--- src/rtl/tspb_pkg.sv ---
package tspb_pkg;

  // Transport-stream framing constants.
  localparam logic [7:0] SYNC_BYTE    = 8'h47;
  localparam logic [7:0] HDR_BYTE     = 8'd3;
  localparam logic [7:0] SEC_BYTE     = 8'd12;
  localparam logic [7:0] ENTRY_BASE   = 8'd13;
  localparam logic [11:0] SEC_FIXED   = 12'd9;
  localparam int unsigned HDR_STORE_DEPTH = 12;

  // Depth of the record queue between the parser and the formatter.
  localparam int unsigned REC_DEPTH = 4;
  localparam int unsigned REC_AW    = $clog2(REC_DEPTH);

  // Record tags written by the parser.
  localparam logic [1:0] TAG_HDR   = 2'd0;
  localparam logic [1:0] TAG_SEC   = 2'd1;
  localparam logic [1:0] TAG_ENTRY = 2'd2;

  // Result kinds.
  localparam logic [1:0] KIND_HDR = 2'd0;
  localparam logic [1:0] KIND_SEC = 2'd1;
  localparam logic [1:0] KIND_NET = 2'd2;
  localparam logic [1:0] KIND_PMT = 2'd3;

  // One classified record: a tag and the raw bytes the formatter needs.
  typedef struct packed {
    logic [1:0]  tag;
    logic [63:0] payload;
  } rec_t;

  // One formatted result item.
  typedef struct packed {
    logic [1:0]  kind;
    logic [12:0] pid;
    logic [15:0] number;
    logic [7:0]  tbl_id;
    logic [11:0] sec_len;
    logic [4:0]  version;
    logic [2:0]  flags;
    logic [7:0]  sec_num;
    logic [7:0]  last_section;
    logic [1:0]  scrambling;
    logic [1:0]  adaptation;
    logic [3:0]  continuity;
  } res_t;

endpackage

--- src/rtl/tspb_front.sv ---
module tspb_front #(
  parameter int PACKET_BYTES = 188,
  parameter int MAX_ENTRIES  = 43
) (
  input  logic          clk,
  input  logic          rst_n,
  input  logic          acc,
  input  logic [7:0]    in_data_byte,
  output logic          rec_push,
  output tspb_pkg::rec_t rec
);
  import tspb_pkg::*;

  localparam logic [8:0] PKT_BYTES = 9'(PACKET_BYTES);
  localparam logic [5:0] MAX_N     = 6'(MAX_ENTRIES);

  logic                 in_packet_r, in_packet_nxt;
  logic [7:0]           byte_index_r, byte_index_nxt;
  logic [5:0]           entries_left_r, entries_left_nxt;
  logic [23:0]          entry_hold_r, entry_hold_nxt;
  logic [7:0]           hdr_r [HDR_STORE_DEPTH];
  logic                 hdr_we;
  logic [7:0]           idx_m1;
  logic [7:0]           ent_off;
  logic [11:0]          slen;
  logic [11:0]          slen_m9;
  logic [9:0]           n_raw;
  logic [5:0]           n_cap;
  logic [8:0]           idx_p1;

  // Section length and the capped entry count, from stored header bytes.
  assign slen    = {hdr_r[5][3:0], hdr_r[6]};
  assign slen_m9 = slen - SEC_FIXED;
  assign n_raw   = (slen >= SEC_FIXED) ? slen_m9[11:2] : 10'd0;
  assign n_cap   = (n_raw > {4'd0, MAX_N}) ? MAX_N : n_raw[5:0];

  assign idx_m1  = byte_index_r - 8'd1;
  assign ent_off = byte_index_r - ENTRY_BASE;
  assign idx_p1  = {1'b0, byte_index_r} + 9'd1;

  // Per-byte classification and packet tracking.
  always_comb begin
    in_packet_nxt    = in_packet_r;
    byte_index_nxt   = byte_index_r;
    entries_left_nxt = entries_left_r;
    entry_hold_nxt   = entry_hold_r;
    hdr_we           = 1'b0;
    rec_push         = 1'b0;
    rec              = '0;
    if (acc) begin
      if (!in_packet_r) begin
        if (in_data_byte == SYNC_BYTE) begin
          in_packet_nxt  = 1'b1;
          byte_index_nxt = 8'd1;
        end
      end else begin
        hdr_we = (byte_index_r >= 8'd1) && (byte_index_r <= SEC_BYTE);
        if (byte_index_r == HDR_BYTE) begin
          rec_push = 1'b1;
          rec.tag  = TAG_HDR;
          rec.payload = {40'd0, hdr_r[0], hdr_r[1], in_data_byte};
        end else if (byte_index_r == SEC_BYTE) begin
          rec_push         = 1'b1;
          rec.tag          = TAG_SEC;
          rec.payload      = {hdr_r[4], hdr_r[5], hdr_r[6], hdr_r[7], hdr_r[8],
                              hdr_r[9], hdr_r[10], in_data_byte};
          entries_left_nxt = n_cap;
        end else if (byte_index_r >= ENTRY_BASE) begin
          if (ent_off[1:0] != 2'd3) begin
            entry_hold_nxt = {entry_hold_r[15:0], in_data_byte};
          end else if (entries_left_r != 6'd0) begin
            rec_push         = 1'b1;
            rec.tag          = TAG_ENTRY;
            rec.payload      = {32'd0, entry_hold_r, in_data_byte};
            entries_left_nxt = entries_left_r - 6'd1;
          end
        end
        // Packet end: go back to hunting for sync.
        if (idx_p1 >= PKT_BYTES) begin
          in_packet_nxt    = 1'b0;
          byte_index_nxt   = 8'd0;
          entries_left_nxt = 6'd0;
        end else begin
          byte_index_nxt = idx_p1[7:0];
        end
      end
    end
  end

  // Control state.
  always_ff @(posedge clk) begin
    if (!rst_n) begin
      in_packet_r    <= 1'b0;
      byte_index_r   <= 8'd0;
      entries_left_r <= 6'd0;
    end else begin
      in_packet_r    <= in_packet_nxt;
      byte_index_r   <= byte_index_nxt;
      entries_left_r <= entries_left_nxt;
    end
  end

  // Header bytes and the partial program entry.
  always_ff @(posedge clk) begin
    entry_hold_r <= entry_hold_nxt;
    if (hdr_we) begin
      hdr_r[idx_m1[3:0]] <= in_data_byte;
    end
  end

`ifndef SYNTHESIS
  a_hunt_idle: assert property (@(posedge clk) disable iff (!rst_n)
    !in_packet_r |-> (byte_index_r == 8'd0 && entries_left_r == 6'd0))
    else $error("Hunting state carries a byte index or entry count.");

  a_cap: assert property (@(posedge clk) disable iff (!rst_n)
    entries_left_r <= MAX_N)
    else $error("Entry count exceeds the cap.");

  a_sync: assert property (@(posedge clk) disable iff (!rst_n)
    (acc && !in_packet_r && in_data_byte == SYNC_BYTE) |=>
      (in_packet_r && byte_index_r == 8'd1))
    else $error("Sync byte did not start a packet.");
`endif

endmodule

--- src/rtl/tspb_fifo.sv ---
module tspb_fifo (
  input  logic           clk,
  input  logic           rst_n,
  input  logic           wr_en,
  input  tspb_pkg::rec_t wr_data,
  output logic           fifo_full,
  input  logic           rd_en,
  output tspb_pkg::rec_t rd_data,
  output logic           fifo_valid
);
  import tspb_pkg::*;

  rec_t              mem_r [REC_DEPTH];
  logic [REC_AW-1:0] wr_ptr_r, rd_ptr_r;
  logic [REC_AW:0]   count_r;
  logic              do_wr, do_rd;

  assign fifo_full  = (count_r == (REC_AW+1)'(REC_DEPTH));
  assign fifo_valid = (count_r != '0);
  assign do_wr      = wr_en && !fifo_full;
  assign do_rd      = rd_en && fifo_valid;
  assign rd_data    = mem_r[rd_ptr_r];

  // Pointers and fill count.
  always_ff @(posedge clk) begin
    if (!rst_n) begin
      wr_ptr_r <= '0;
      rd_ptr_r <= '0;
      count_r  <= '0;
    end else begin
      if (do_wr) begin
        wr_ptr_r <= wr_ptr_r + 1'b1;
      end
      if (do_rd) begin
        rd_ptr_r <= rd_ptr_r + 1'b1;
      end
      if (do_wr && !do_rd) begin
        count_r <= count_r + 1'b1;
      end else if (do_rd && !do_wr) begin
        count_r <= count_r - 1'b1;
      end
    end
  end

  // Record storage.
  always_ff @(posedge clk) begin
    if (do_wr) begin
      mem_r[wr_ptr_r] <= wr_data;
    end
  end

`ifndef SYNTHESIS
  a_no_overflow: assert property (@(posedge clk) disable iff (!rst_n)
    count_r <= (REC_AW+1)'(REC_DEPTH))
    else $error("Record queue count out of range.");
`endif

endmodule

--- src/rtl/tspb_back.sv ---
module tspb_back (
  input  logic           clk,
  input  logic           rst_n,
  input  logic           rec_valid,
  input  tspb_pkg::rec_t rec,
  output logic           rec_pop,
  input  logic           pop,
  output logic           empty,
  output tspb_pkg::res_t res
);
  import tspb_pkg::*;

  logic        out_valid_r;
  res_t        res_r, res_nxt;
  logic [15:0] ent_num;

  assign ent_num = rec.payload[31:16];
  assign rec_pop = rec_valid && (!out_valid_r || pop);
  assign empty   = !out_valid_r;
  assign res     = res_r;

  // Turn a record's raw bytes into result fields.
  always_comb begin
    res_nxt = '0;
    case (rec.tag)
      TAG_HDR: begin
        res_nxt.kind       = KIND_HDR;
        res_nxt.pid        = {rec.payload[20:16], rec.payload[15:8]};
        res_nxt.flags      = rec.payload[23:21];
        res_nxt.scrambling = rec.payload[7:6];
        res_nxt.adaptation = rec.payload[5:4];
        res_nxt.continuity = rec.payload[3:0];
      end
      TAG_SEC: begin
        res_nxt.kind         = KIND_SEC;
        res_nxt.tbl_id       = rec.payload[63:56];
        res_nxt.sec_len      = {rec.payload[51:48], rec.payload[47:40]};
        res_nxt.number       = rec.payload[39:24];
        res_nxt.version      = rec.payload[21:17];
        res_nxt.flags        = {1'b0, rec.payload[55], rec.payload[16]};
        res_nxt.sec_num      = rec.payload[15:8];
        res_nxt.last_section = rec.payload[7:0];
      end
      TAG_ENTRY: begin
        res_nxt.kind   = (ent_num == 16'd0) ? KIND_NET : KIND_PMT;
        res_nxt.pid    = {rec.payload[12:8], rec.payload[7:0]};
        res_nxt.number = ent_num;
      end
      default: begin
        res_nxt = '0;
      end
    endcase
  end

  // Output register: holds one result until it is popped.
  always_ff @(posedge clk) begin
    if (!rst_n) begin
      out_valid_r <= 1'b0;
    end else if (rec_pop) begin
      out_valid_r <= 1'b1;
    end else if (pop) begin
      out_valid_r <= 1'b0;
    end
  end

  always_ff @(posedge clk) begin
    if (rec_pop) begin
      res_r <= res_nxt;
    end
  end

`ifndef SYNTHESIS
  a_refill: assert property (@(posedge clk) disable iff (!rst_n)
    (rec_valid && !out_valid_r) |=> out_valid_r)
    else $error("Waiting record was not moved to the output register.");
`endif

endmodule

--- src/rtl/ts_pat_byte_parser.sv ---
// Transport-stream PAT parser. Accepts one byte per clock on in_data_byte
// (push/full) and hunts for the 0x47 sync byte; each packet of PACKET_BYTES
// bytes then yields a packet-header item at byte 3, a PAT section-header item
// at byte 12 and one item per complete program entry, at most MAX_ENTRIES per
// packet. Items leave through empty/pop and one can be taken every clock; an
// item passes through the record queue and then the output register. full rises only
// when the four-record queue between the byte parser and the output
// formatter is full, so the input runs at one byte per clock as long as the
// result side keeps popping. The CRC is not checked and pointer_field is
// assumed to be zero.
module ts_pat_byte_parser #(
  parameter int PACKET_BYTES = 188,
  parameter int MAX_ENTRIES  = 43
) (
  input  logic        clk,
  input  logic        rst_n,
  input  logic        push,
  output logic        full,
  input  logic [7:0]  in_data_byte,
  output logic        empty,
  input  logic        pop,
  output logic [1:0]  out_kind,
  output logic [12:0] out_pid,
  output logic [15:0] out_number,
  output logic [7:0]  out_tbl_id,
  output logic [11:0] out_sec_len,
  output logic [4:0]  out_version,
  output logic [2:0]  out_flags,
  output logic [7:0]  out_sec_num,
  output logic [7:0]  out_last_section,
  output logic [1:0]  out_scrambling,
  output logic [1:0]  out_adaptation,
  output logic [3:0]  out_continuity
);
  import tspb_pkg::*;

  logic acc;
  logic rec_push;
  rec_t rec_in;
  rec_t rec_out;
  logic rec_valid;
  logic rec_pop;
  res_t res;

  assign acc = push && !full;

  // Byte parser: packet tracking and classification.
  tspb_front #(
    .PACKET_BYTES(PACKET_BYTES),
    .MAX_ENTRIES (MAX_ENTRIES)
  ) u_front (
    .clk         (clk),
    .rst_n       (rst_n),
    .acc         (acc),
    .in_data_byte(in_data_byte),
    .rec_push    (rec_push),
    .rec         (rec_in)
  );

  // Record queue decoupling the parser from the result side.
  tspb_fifo u_fifo (
    .clk       (clk),
    .rst_n     (rst_n),
    .wr_en     (rec_push),
    .wr_data   (rec_in),
    .fifo_full (full),
    .rd_en     (rec_pop),
    .rd_data   (rec_out),
    .fifo_valid(rec_valid)
  );

  // Result formatter and output register.
  tspb_back u_back (
    .clk      (clk),
    .rst_n    (rst_n),
    .rec_valid(rec_valid),
    .rec      (rec_out),
    .rec_pop  (rec_pop),
    .pop      (pop),
    .empty    (empty),
    .res      (res)
  );

  assign out_kind         = res.kind;
  assign out_pid          = res.pid;
  assign out_number       = res.number;
  assign out_tbl_id       = res.tbl_id;
  assign out_sec_len      = res.sec_len;
  assign out_version      = res.version;
  assign out_flags        = res.flags;
  assign out_sec_num      = res.sec_num;
  assign out_last_section = res.last_section;
  assign out_scrambling   = res.scrambling;
  assign out_adaptation   = res.adaptation;
  assign out_continuity   = res.continuity;

endmodule

--- config.mk ---
export PLATFORM = sky130hd
export DESIGN_NAME = ts_pat_byte_parser
export DESIGN_NICKNAME = d
export VERILOG_FILES = /design/src/rtl/tspb_pkg.sv /design/src/rtl/tspb_front.sv /design/src/rtl/tspb_fifo.sv /design/src/rtl/tspb_back.sv /design/src/rtl/ts_pat_byte_parser.sv
export SDC_FILE = /design/constraint.sdc
export NUM_CORES = 1
export LEC_CHECK = 0
export ABC_AREA = 1
export BUFFER_PORTS_ARGS = -buffer_cell sky130_fd_sc_hd__buf_2
export CAP_MARGIN = 10
export CORE_AREA = 5 5 225 227
export CTS_CLUSTER_DIAMETER = 150
export CTS_CLUSTER_SIZE = 40
export DETAILED_ROUTE_END_ITERATION = 8
export DIE_AREA = 0 0 230 232
export GPL_TIMING_DRIVEN = 0
export PLACE_DENSITY = 0.59
export SYNTH_ARGS = -nofsm -noshare
export SYNTH_HDL_FRONTEND = slang
export SYNTH_SLANG_ARGS = --single-unit
--- constraint.sdc ---
create_clock -name clk -period 7.26 [get_ports clk]
set_input_delay 0.363 -clock clk [delete_from_list [all_inputs] [get_ports clk]]
set_output_delay 0.363 -clock clk [all_outputs]
set_load 0.1 [all_outputs]
# Word level (Yosys, flattened, before mapping)
# Memories as Yosys holds them, arrays and structs flattened. A register that Yosys moved wholly into a read port is not among the register bits.
# Cells that the tools add are included.
[word_totals]
regBits = 130
latchBits = 0
ram_bits = 360
rom_bits = 0
in_bits = 12
output_inout_bits = 85
elab_cells = 117
mem_count = 2
[op_classes]
add_sub_neg = 9
n_mul = 0
div_mod_pow = 0
magnitude_cmp = 6
eq_ne = 9
shifts = 0
mux = 45
n_bitwise = 2
reduce_logical = 24
[mem_list]
columns = ["name", "depth", "word_bits", "rd", "rd_clocked_by_memory_dff", "write_ports", "line", "source"]
rows = [
  ["u_fifo.mem_r", 4, 66, 1, 1, 1, "tspb_fifo.sv:13", "rec_t mem_r [REC_DEPTH];"],
  ["u_front.hdr_r", 12, 8, 9, 0, 1, "tspb_front.sv:21", "logic [7:0] hdr_r [HDR_STORE_DEPTH];"],
]
[op_table]
columns = ["cell", "n"]
rows = [
  ["$mux W66", 7],
  ["$mux W6", 7],
  ["$pmux W16 S2", 1],
  ["$pmux W13 S2", 1],
  ["$mux W8", 3],
  ["$mux W1", 19],
  ["$logic_not A16 Y1", 1],
  ["$ge A12 B4 Y1 const B", 1],
  ["$reduce_and A6 Y1", 2],
  ["$sub A12 B4 Y12 const B", 1],
  ["$gt A10 B6 Y1 const B", 1],
  ["$mux W10", 1],
  ["$add A8 B1 Y9 const B", 1],
  ["$ge A9 B8 Y1 const B", 1],
  ["$reduce_bool A3 Y1", 3],
  ["$eq A8 B2 Y1 const B", 1],
  ["$eq A8 B4 Y1 const B", 1],
  ["$eq A8 B7 Y1 const B", 1],
  ["$ge A8 B1 Y1 const B", 1],
  ["$ge A8 B4 Y1 const B", 1],
  ["$le A8 B4 Y1 const B", 1],
  ["$logic_and A1 B1 Y1", 7],
  ["$mux W3", 2],
  ["$pmux W3 S2", 1],
  ["other kinds (20)", 29],
]

# Longest topological paths before layout
# Gate-level depths: netlist of the first run.
[logic_depth]
ltp_word = 13
ltp_mapped = 20
depth_no_buf = 19

# Modules after synthesis
# Synthesis of the first run repeated with hierarchy kept, for this count alone.
[unflattened]
cells_unflattened = 1528
hier_area_um2 = 19492.4
[by_module_without_submodules]
columns = ["mod", "n_inst", "cells_per_inst", "area_per_inst_um2", "seq_area_each_um2"]
rows = [
  ["tspb_fifo", 1, 707, 10865.4, 8107.8],
  ["tspb_front", 1, 511, 5114.9, 3183.1],
  ["tspb_back", 1, 308, 3502.1, 2512.4],
  ["ts_pat_byte_parser", 1, 2, 10.0, 0.0],
]

# Worst setup path after synthesis of the first run
# No wires, ideal clock.
[synth_path]
kind = "flip-flop to flip-flop"
from = "register u_back.out_valid_r"
to = "register u_fifo.count_r[1]"
setup_time_ps = 120
arrival_ps = 6668
required_ps = 7140
slack_ps = 472
path_stages_with_launch = 10
n_path_buf = 0
synth_period_minus_slack_ps = 6788
path_cell_list = "dfxtp_1 -> inv_1 -> nor2_1 -> a31oi_1 -> inv_1 -> ha_1 -> inv_1 -> fa_1 -> o21ai_0 -> a21oi_1"
[synth_via]
elab_chain_len = 7
word_cells_on_any_way = 9
cone_classes = "mux (1); reduce/logical (8)"
[synth_rtl]
columns = ["item", "line", "source"]
rows = [
  ["start, declared", "tspb_back.sv:13", "logic out_valid_r;"],
  ["start signal, assigned", "tspb_back.sv:58", "out_valid_r <= 1'b0;"],
  ["start signal, assigned", "tspb_back.sv:60", "out_valid_r <= 1'b1;"],
  ["start signal, assigned", "tspb_back.sv:62", "out_valid_r <= 1'b0;"],
  ["$logic_not A1 Y1 *", "-", ""],
  ["via empty", "ts_pat_byte_parser.sv:20", "output logic empty,"],
  ["$logic_or A1 B1 Y1 *", "tspb_back.sv:18", "assign rec_pop = rec_valid && (!out_valid_r || pop);"],
  ["$logic_and A1 B1 Y1 *", "tspb_back.sv:18", ""],
  ["via rec_pop", "ts_pat_byte_parser.sv:42", "logic rec_pop;"],
  ["$logic_and A1 B1 Y1 *", "tspb_fifo.sv:21", "assign do_rd = rd_en && fifo_valid;"],
  ["$logic_not A1 Y1", "tspb_fifo.sv:37", "if (do_wr && !do_rd) begin"],
  ["$logic_and A1 B1 Y1", "tspb_fifo.sv:37", ""],
  ["$mux W3 or $reduce_bool A2 Y1 (tied branches)", "-", ""],
  ["end signal, assigned", "tspb_fifo.sv:38", "count_r <= count_r + 1'b1;"],
  ["end signal, assigned", "tspb_fifo.sv:40", "count_r <= count_r - 1'b1;"],
  ["end, declared", "tspb_fifo.sv:15", "logic [REC_AW:0] count_r;"],
]
# The timed path passes the listed nets; every way through them passes the cells marked *.
# A chain may end at the register's enable or synchronous reset.

==> flow_summary_export.csv, run 1 <==
group,metric,value,unit
power,pwr-share-clk,13.9,%
global_routing,antenna_found_initial,3,
critical_path,reg2reg_to,"u_back.res[51]",
synthesis,synth_common_cells,"428 x edfxtp_1, 251 x nand2_1, 217 x nor2_1",
critical_path,cp.arrival,4.35,ns
route,post-route-drc-count,0,
critical_path,crit_chain,"buf_2 > inv_2 > buf_2 > clkbuf_1 > a21oi_1 > a32oi_1 > inv_1 > ha_1 > inv_1 > clkbuf_1 > clkbuf_1 > a21oi_1",
power,p_int,4.28,mW
power,p_comb_share,44.9,%
synthesis,synth_top_family_by_area,"simple AND/OR/NAND/NOR gates",
power,p_seq_share,41.2,%
global_routing,grt_pass1_vias,10748,
critical_path,r2r_slack,3.17,ns
critical_path,worstSetupPathType,"flop to flop",
power,p_sw_share,47.1,%
finish,fin_area,0.0202,mm²
synthesis,synth.most_common_cell,"edfxtp_1",
place,gp_congestion,0.817,
sta,hold_viol,0,
critical_path,crit_fanout,10,
floorplan,initial_core_util,37.5,%
synthesis,yosys.area.top_type,"edfxtp_1",
synthesis,netlist_area,0.0182,mm²
synthesis,synth.top_cell.area_share,70.7,%
critical_path,crit_slowest_cell,"clkbuf_1",
synthesis,synth_cell_type_count,44,
floorplan,die_y,232,µm
synthesis,synthArstFlopShare,0,%
sta,worst_slew_pin_slew,0.909,ns
outcome,status,"completed",
finish,num-nets-final,1622,
finish,final_util,41.6,%
hold_path,worstHoldPathType,"input port to flop",
power,powerDensity,401,mW/mm²
finish,syn_to_final_growth,11.0,%
place,placedInstanceArea,0.0198,mm²
run,cap_violations,0,
sta,fin_skew,0.0251,ns
synthesis,synth-main-ff-cell,"edfxtp_1",
critical_path,worst-path-stages,12,
clock_tree,clk_path_buf_depth,3,
synthesis,synth_xor_area_share,0.241,%
synthesis,synth_cells,1466,
clock_tree,cts.sinks,453,
global_routing,grt_pass1_wl,63.7,mm
sta,maxSlewHeadroom,39.2,%
floorplan,rows,81,
sta,fmax,245,MHz
critical_path,end_kind,"flop",
critical_path,max_stage_delay,0.67,ns
clock_tree,postCtsHoldBufs,0,
clock_tree,cts_resized,0,
critical_path,cp_num_buf_inv,8,
sta,fin_crit_sh,56.3,%
route,routed_via_density,5.06,
critical_path,path_common_cell,"clkbuf_1",
synthesis,synth_seq_cells,453,
synthesis,ys_seq_area_share,73.5,%
synthesis,synth_edf_count,428,
floorplan,die_area,0.0534,mm²
sta,final.min_clock_period,4.09,ns
sta,setup_viol,0,
power,vdd_drop_max,233,µV
critical_path,startpoint_type,"flop",
route,vias,11222,
route,detail-route-antenna-nets,0,
global_routing,grt_max_degree,41,
route,wire_per_inst,19.0,µm
floorplan,ios,97,
sta,rsz0062_at_grt,"false",
finish,drive_above_1_share,12.6,%
clock_tree,clkTransAtPathRegs,0.13,ns
hold_path,holdPathStages,3,
clock_tree,cts_tree,"done",
power,p_leak,7.19,nW
route,drt_first_iter_violations,941,
clock_tree,clock_tree.root_cell,"clkbuf_16",
clock_tree,clk_latency,0.54,ns
synthesis,synth_area_leaders,"edfxtp_1 71%, nand2_1 5.2%, nor2_1 4.5%",
critical_path,worstPathRequired,7.52,ns
synthesis,post_synth.cell_area_avg,12.4,µm²
global_routing,grt.total_usage,15.3,%
synthesis,yosysWarnings,0,
synthesis,synthSimpleGateAreaFrac,13.9,%
route,firstDrtPassIters,5,
sta,holdWs,0.158,ns
place,dp_hpwl,29.0,mm
synthesis,synth_nets,1494,
power,switching_power,3.80,mW
finish,nFillCells,4520,
clock_tree,htree_num_levels,1,
place,portBuffers,96,
clock_tree,numCtsBuffers,15,
critical_path,rr_worst_depth,12,
hold_path,whs_endpoint,"u_front.byte_index_r[7]",
hold_path,hold_start,"rst_n",
synthesis,synth_adder_area_share,1.14,%
floorplan,core_area,0.0484,mm²
critical_path,path_delay_family,"buffers and inverters",
floorplan,die_w,230,µm
clock_tree,post_cts_buffers,0,
route,wirelength,42.0,mm
sta,slew_violations,0,
synthesis,synth-compound-area-share,7.19,%
synthesis,synthMuxAreaShare,0,%
global_routing,overflow,0,
-- logic make-up after synthesis --
| logic type | after synthesis |
|---|---|
| xor gates and xnor gates | 5 |
| adders and majority gates | 16 |
| DFF | 453 |
| buffers and inverters | 172 |
| AOI/OAI and AO/OA | 221 |
| and+or+nand+nor | 599 |
-- worst max path at each step --
stage,endpoint,start,slack [ns]
6_report,u_back.res[51],flop,3.17
5_1_grt,u_back.res[50],flop,2.88
4_1_cts,u_back.res[51],flop,3.11
3_5_place_dp,u_back.res[51],flop,3.13
3_3_place_gp,u_fifo.count_r[1],u_fifo.count_r[0],-1.50
2_1_floorplan,u_fifo.count_r[1],u_back.out_valid_r,0.47
-- final cells by class --
class                      count  area (µm²)  area share [%]
clock buffer                  15         375            1.86
multi-input combinational    841        4140            20.5
antenna                        1        2.50          0.0124
tap                          622         778            3.86
buffer                        66         329            1.63
inverter                     106         400            1.99
timing repair buffer         111         758            3.76
clock inverter                 2        32.5           0.161
sequential                   453       13400            66.2
-- power by group through the flow --
stage | combinational, mW | sequential (mW) | clock [mW]
4_1_cts | 3.65 | 3.34 | 1.15
5_1_grt | 3.85 | 3.36 | 1.24
2_1_floorplan | 1.09 | 5.19 | 0
6_report | 3.63 | 3.33 | 1.12
3_3_place_gp | 3.68 | 3.44 | 0
3_5_place_dp | 3.65 | 3.40 | 0
-- layer usage --
metal | global-route usage, % | wire [µm]
met1 | 21.3 | 18800
met2 | 25.8 | 20100
met3 | 2.30 | 2360
met4 | 3.31 | 737
met5 | 0 | 34
-- registers in the layout (all words and copies together) (netlist names), named ones only --
signal	flops
u_front.hdr_r	69
u_fifo.rd_ptr_r	2
u_fifo.wr_ptr_r	2
u_back.res	83
u_front.entry_hold_r	24
u_back.out_valid_r	1
u_front.byte_index_r	8
u_fifo.count_r	3
u_front.entries_left_r	6
u_front.in_packet_r	1
u_fifo.mem_r	252
-- metrics by stage --
step / worst slack [ns] / setup TNS [ns] / total power, mW / cells
2_1_floorplan: 0.472 / 0 / 6.28 / 1466
3_3_place_gp: -1.50 / -86.78 / 7.12 / 2184
3_5_place_dp: 3.13 / 0 / 7.04 / 2199
4_1_cts: 3.11 / 0 / 8.14 / 2216
5_1_grt: 2.88 / 0 / 8.45 / 2216
6_report: 3.17 / 0 / 8.08 / 2217
-- layout by cell type, fill, tap and decap left out, types with 8 or more instances in the layout --
master / instances
dfxtp_1: 25
o21ai_0: 78
clkbuf_1: 27
nand3_1: 88
buf_2: 119
nor2_1: 213
inv_2: 9
nor2_4: 9
a32o_1: 17
buf_12: 11
o22ai_1: 27
a21oi_1: 80
edfxtp_1: 428
a22o_1: 8
nand4_1: 8
inv_1: 95
clkbuf_16: 15
nand2_1: 251
ha_1: 15
-- worst register-to-register path, cell delays in order, from the launching register on --
cell and delay [ns]:
dfxtp_1 0.32, buf_2 0.19, inv_2 0.22, buf_2 0.34, clkbuf_1 0.48, a21oi_1 0.08
a32oi_1 0.39, inv_1 0.12, ha_1 0.27, inv_1 0.11, clkbuf_1 0.67, clkbuf_1 0.50
a21oi_1 0.14
Power figures use the tool's default switching activity.
==> run 2, diff against run 1 <==
--- a/config.mk
+++ b/config.mk
@@ -5,16 +5,16 @@
 export SDC_FILE = /design/constraint.sdc
 export NUM_CORES = 1
 export LEC_CHECK = 0
-export ABC_AREA = 1
+export ABC_AREA = 0
 export BUFFER_PORTS_ARGS = -buffer_cell sky130_fd_sc_hd__buf_2
 export CAP_MARGIN = 10
-export CORE_AREA = 5 5 225 227
+export CORE_AREA = 5 5 222 224
 export CTS_CLUSTER_DIAMETER = 150
 export CTS_CLUSTER_SIZE = 40
 export DETAILED_ROUTE_END_ITERATION = 8
-export DIE_AREA = 0 0 230 232
+export DIE_AREA = 0 0 227 229
 export GPL_TIMING_DRIVEN = 0
-export PLACE_DENSITY = 0.59
+export PLACE_DENSITY = 0.61
 export SYNTH_ARGS = -nofsm -noshare
 export SYNTH_HDL_FRONTEND = slang
 export SYNTH_SLANG_ARGS = --single-unit
==> constraint.sdc (replaced) <==
create_clock -name clk -period 3.3 [get_ports clk]
set_input_delay 0.165 -clock clk [delete_from_list [all_inputs] [get_ports clk]]
set_output_delay 0.165 -clock clk [all_outputs]
set_load 0.1 [all_outputs]
==> flow_summary_export.csv, run 2 <==
group,metric,value,unit
route,vias,8924,
critical_path,crit_fanout,10,
sta,holdWs,0.0388,ns
sta,fin_crit_sh,93.8,%
route,maxUsedRoutingLayer,"met4",
global_routing,grt.total_usage,13.8,%
synthesis,netlist_area,0.0177,mm²
power,p_int,8.53,mW
global_routing,grt_pass1_vias,8863,
floorplan,ios,97,
power,p_sw_share,42.9,%
finish,largest_register,"u_fifo.mem_r",
clock_tree,clock_tree.root_cell,"clkbuf_16",
clock_tree,htree_num_levels,1,
sta,hold_viol,0,
route,detail-route-antenna-nets,0,
finish,syn_to_final_growth,10.8,%
power,p_comb_share,36.1,%
clock_tree,clkTransAtPathRegs,0.14,ns
finish,final_cells,1712,
floorplan,die_area,0.0520,mm²
clock_tree,cts_tree,"done",
route,wirelength,36.8,mm
critical_path,cp.arrival,3.54,ns
sta,rsz0062_at_grt,"false",
synthesis,synth.top_cell.area_share,72.5,%
synthesis,synth_seq_cells,453,
route,detailroute.wirelength.met2,17.8,mm
critical_path,max_stage_delay,0.49,ns
route,routed_via_density,5.21,
power,p_seq_share,47.2,%
finish,final_common_cell,"edfxtp_1",
finish,drive_above_1_share,20.7,%
sta,slew_violations,0,
critical_path,worstSetupPathType,"flop to flop",
synthesis,ys_seq_area_share,75.4,%
route,firstDrtPassIters,8,
critical_path,end_kind,"flop",
finish,nFillCells,4147,
clock_tree,cts.sinks,453,
power,pwr-share-clk,16.7,%
power,p_leak,5.89,nW
global_routing,grt_pass1_wl,54.8,mm
critical_path,crit_chain,"inv_1 > ha_1 > or4b_4 > or3_1 > and3_4 > o21a_4 > buf_6 > ha_1 > inv_1 > fa_1 > xor2_1 > or3_1 > a21boi_1",
synthesis,synthArstFlopShare,0,%
floorplan,initial_core_util,37.6,%
critical_path,crit_slowest_cell,"or4b_4",
finish,largest_reg_flops,252,
synthesis,synth_nets,998,
sta,fmax,323,MHz
finish,num-nets-final,1118,
place,pre_cts_ws,-0.918,ns
synthesis,synth_cells,970,
outcome,status,"completed",
critical_path,cp_num_buf_inv,3,
floorplan,die_w,227,µm
place,dpl.cell_count,1691,
place,portBuffers,96,
synthesis,synth-main-ff-cell,"edfxtp_1",
run,cap_violations,0,
synthesis,post_synth.cell_area_avg,18.3,µm²
critical_path,startpoint_type,"flop",
finish,n_antenna_cell,0,
synthesis,synth_area_leaders,"edfxtp_1 73%, mux4_2 8.0%, dfxtp_1 2.8%",
synthesis,synth_edf_count,428,
sta,worst_slew_pin_slew,0.934,ns
clock_tree,numCtsBuffers,15,
route,wl_met1,16.2,mm
sta,setup_viol,0,
power,powerDensity,761,mW/mm²
place,gp_congestion,0.866,
sta,maxSlewHeadroom,37.3,%
route,post-route-drc-count,0,
synthesis,yosys.area.top_type,"edfxtp_1",
place,dp_hpwl,24.6,mm
power,vdd_drop_max,1090,µV
sta,final.min_clock_period,3.09,ns
synthesis,yosysWarnings,0,
global_routing,antenna_found_initial,1,
finish,final_cell_mix,"428 x edfxtp_1, 110 x buf_2, 71 x and2_1",
floorplan,core_area,0.0471,mm²
synthesis,synth.most_common_cell,"edfxtp_1",
global_routing,overflow,0,
clock_tree,post_cts_buffers,0,
route,wl_met3,1.87,mm
synthesis,synth_common_cells,"428 x edfxtp_1, 75 x and2_1, 63 x mux4_2",
hold_path,worstHoldPathType,"input port to flop",
critical_path,worstPathRequired,3.75,ns
power,switching_power,6.40,mW
route,drt_first_iter_violations,899,
sta,fin_skew,0.0376,ns
clock_tree,clk_latency,0.54,ns
route,wire_per_inst,21.5,µm
sta,fin_ws,0.206,ns
clock_tree,clk_path_buf_depth,3,
global_routing,grt_max_degree,42,
critical_path,path_delay_family,"simple AND/OR/NAND/NOR gates",
floorplan,rows,80,
floorplan,die_y,229,µm
synthesis,synth_cell_type_count,59,
## run 2: path summary, 6_finish.rpt
check | slack (ns) | start | depth (start not counted) | to
max | 0.21 | u_front.entries_left_r[0] | 13 | u_fifo.count_r[2]
min | 0.04 | in_data_byte[7] | 1 | u_front.hdr_r[5][7]
max reg2reg | 0.21 | u_front.entries_left_r[0] | 13 | u_fifo.count_r[2]
min reg2reg | 0.48 | u_front.entry_hold_r[13] | 0 | u_front.entry_hold_r[21]
## run 2: power by group through the flow
stage / clock network (mW) / logic [mW] / registers, mW
after floorplan: 0 / 0.812 / 10.9
after global placement: 0 / 5.35 / 7.24
after detailed placement: 0 / 5.48 / 7.19
after CTS: 2.58 / 5.47 / 7.06
after global routing: 2.76 / 5.56 / 7.11
final: 2.49 / 5.39 / 7.04
## run 2: routing by layer
metal	vias to the layer above	GRT usage [%]
li1	4074	-
met1	4581	19.8
met2	225	22.5
met3	44	1.95
met4	0	3.08
met5	-	0
## run 2: repair_timing
item                                    in CTS  in global routing
hold endpoints to repair                     1                  0
pin swaps                                    0                  1
endpoints found under the setup margin      82                 63
resized for setup                            4                  3
hold buffers                                 1                  0
## run 2: metrics by stage
step	cell area (µm²)	utilization, %	power (mW)	TNS [ns]
6_report	19600	41.6	14.9	0
3_3_place_gp	19000	40.3	12.6	-136.88
3_5_place_dp	19200	40.7	12.7	-49.60
4_1_cts	19600	41.7	15.1	0
5_1_grt	19600	41.6	15.4	0
2_1_floorplan	17700	-	11.8	0
## run 2: kinds of logic after synthesis
kind of cell               after synthesis  share of synthesized area, %
and+or+nand+nor                        227                          7.57
muxes                                   65                          8.12
DFF                                    453                          75.4
adders and majority gates               16                          1.17
buffers and inverters                   84                          2.03
xor gates and xnor gates                11                         0.544
AOI/OAI and AO/OA                      114                          5.18
## run 2: area by class of cell
type                            instances  area (µm²)  share of cell area, %
Clock buffer                           23         405                   2.06
Clock inverter                          1        30.0                  0.153
Inverter                               35         131                  0.669
Multi-Input combinational cell        433        4050                   20.6
Buffer                                 45         215                   1.10
Timing Repair Buffer                  107         683                   3.48
Tap cell                              615         769                   3.92
Sequential cell                       453       13400                   68.0
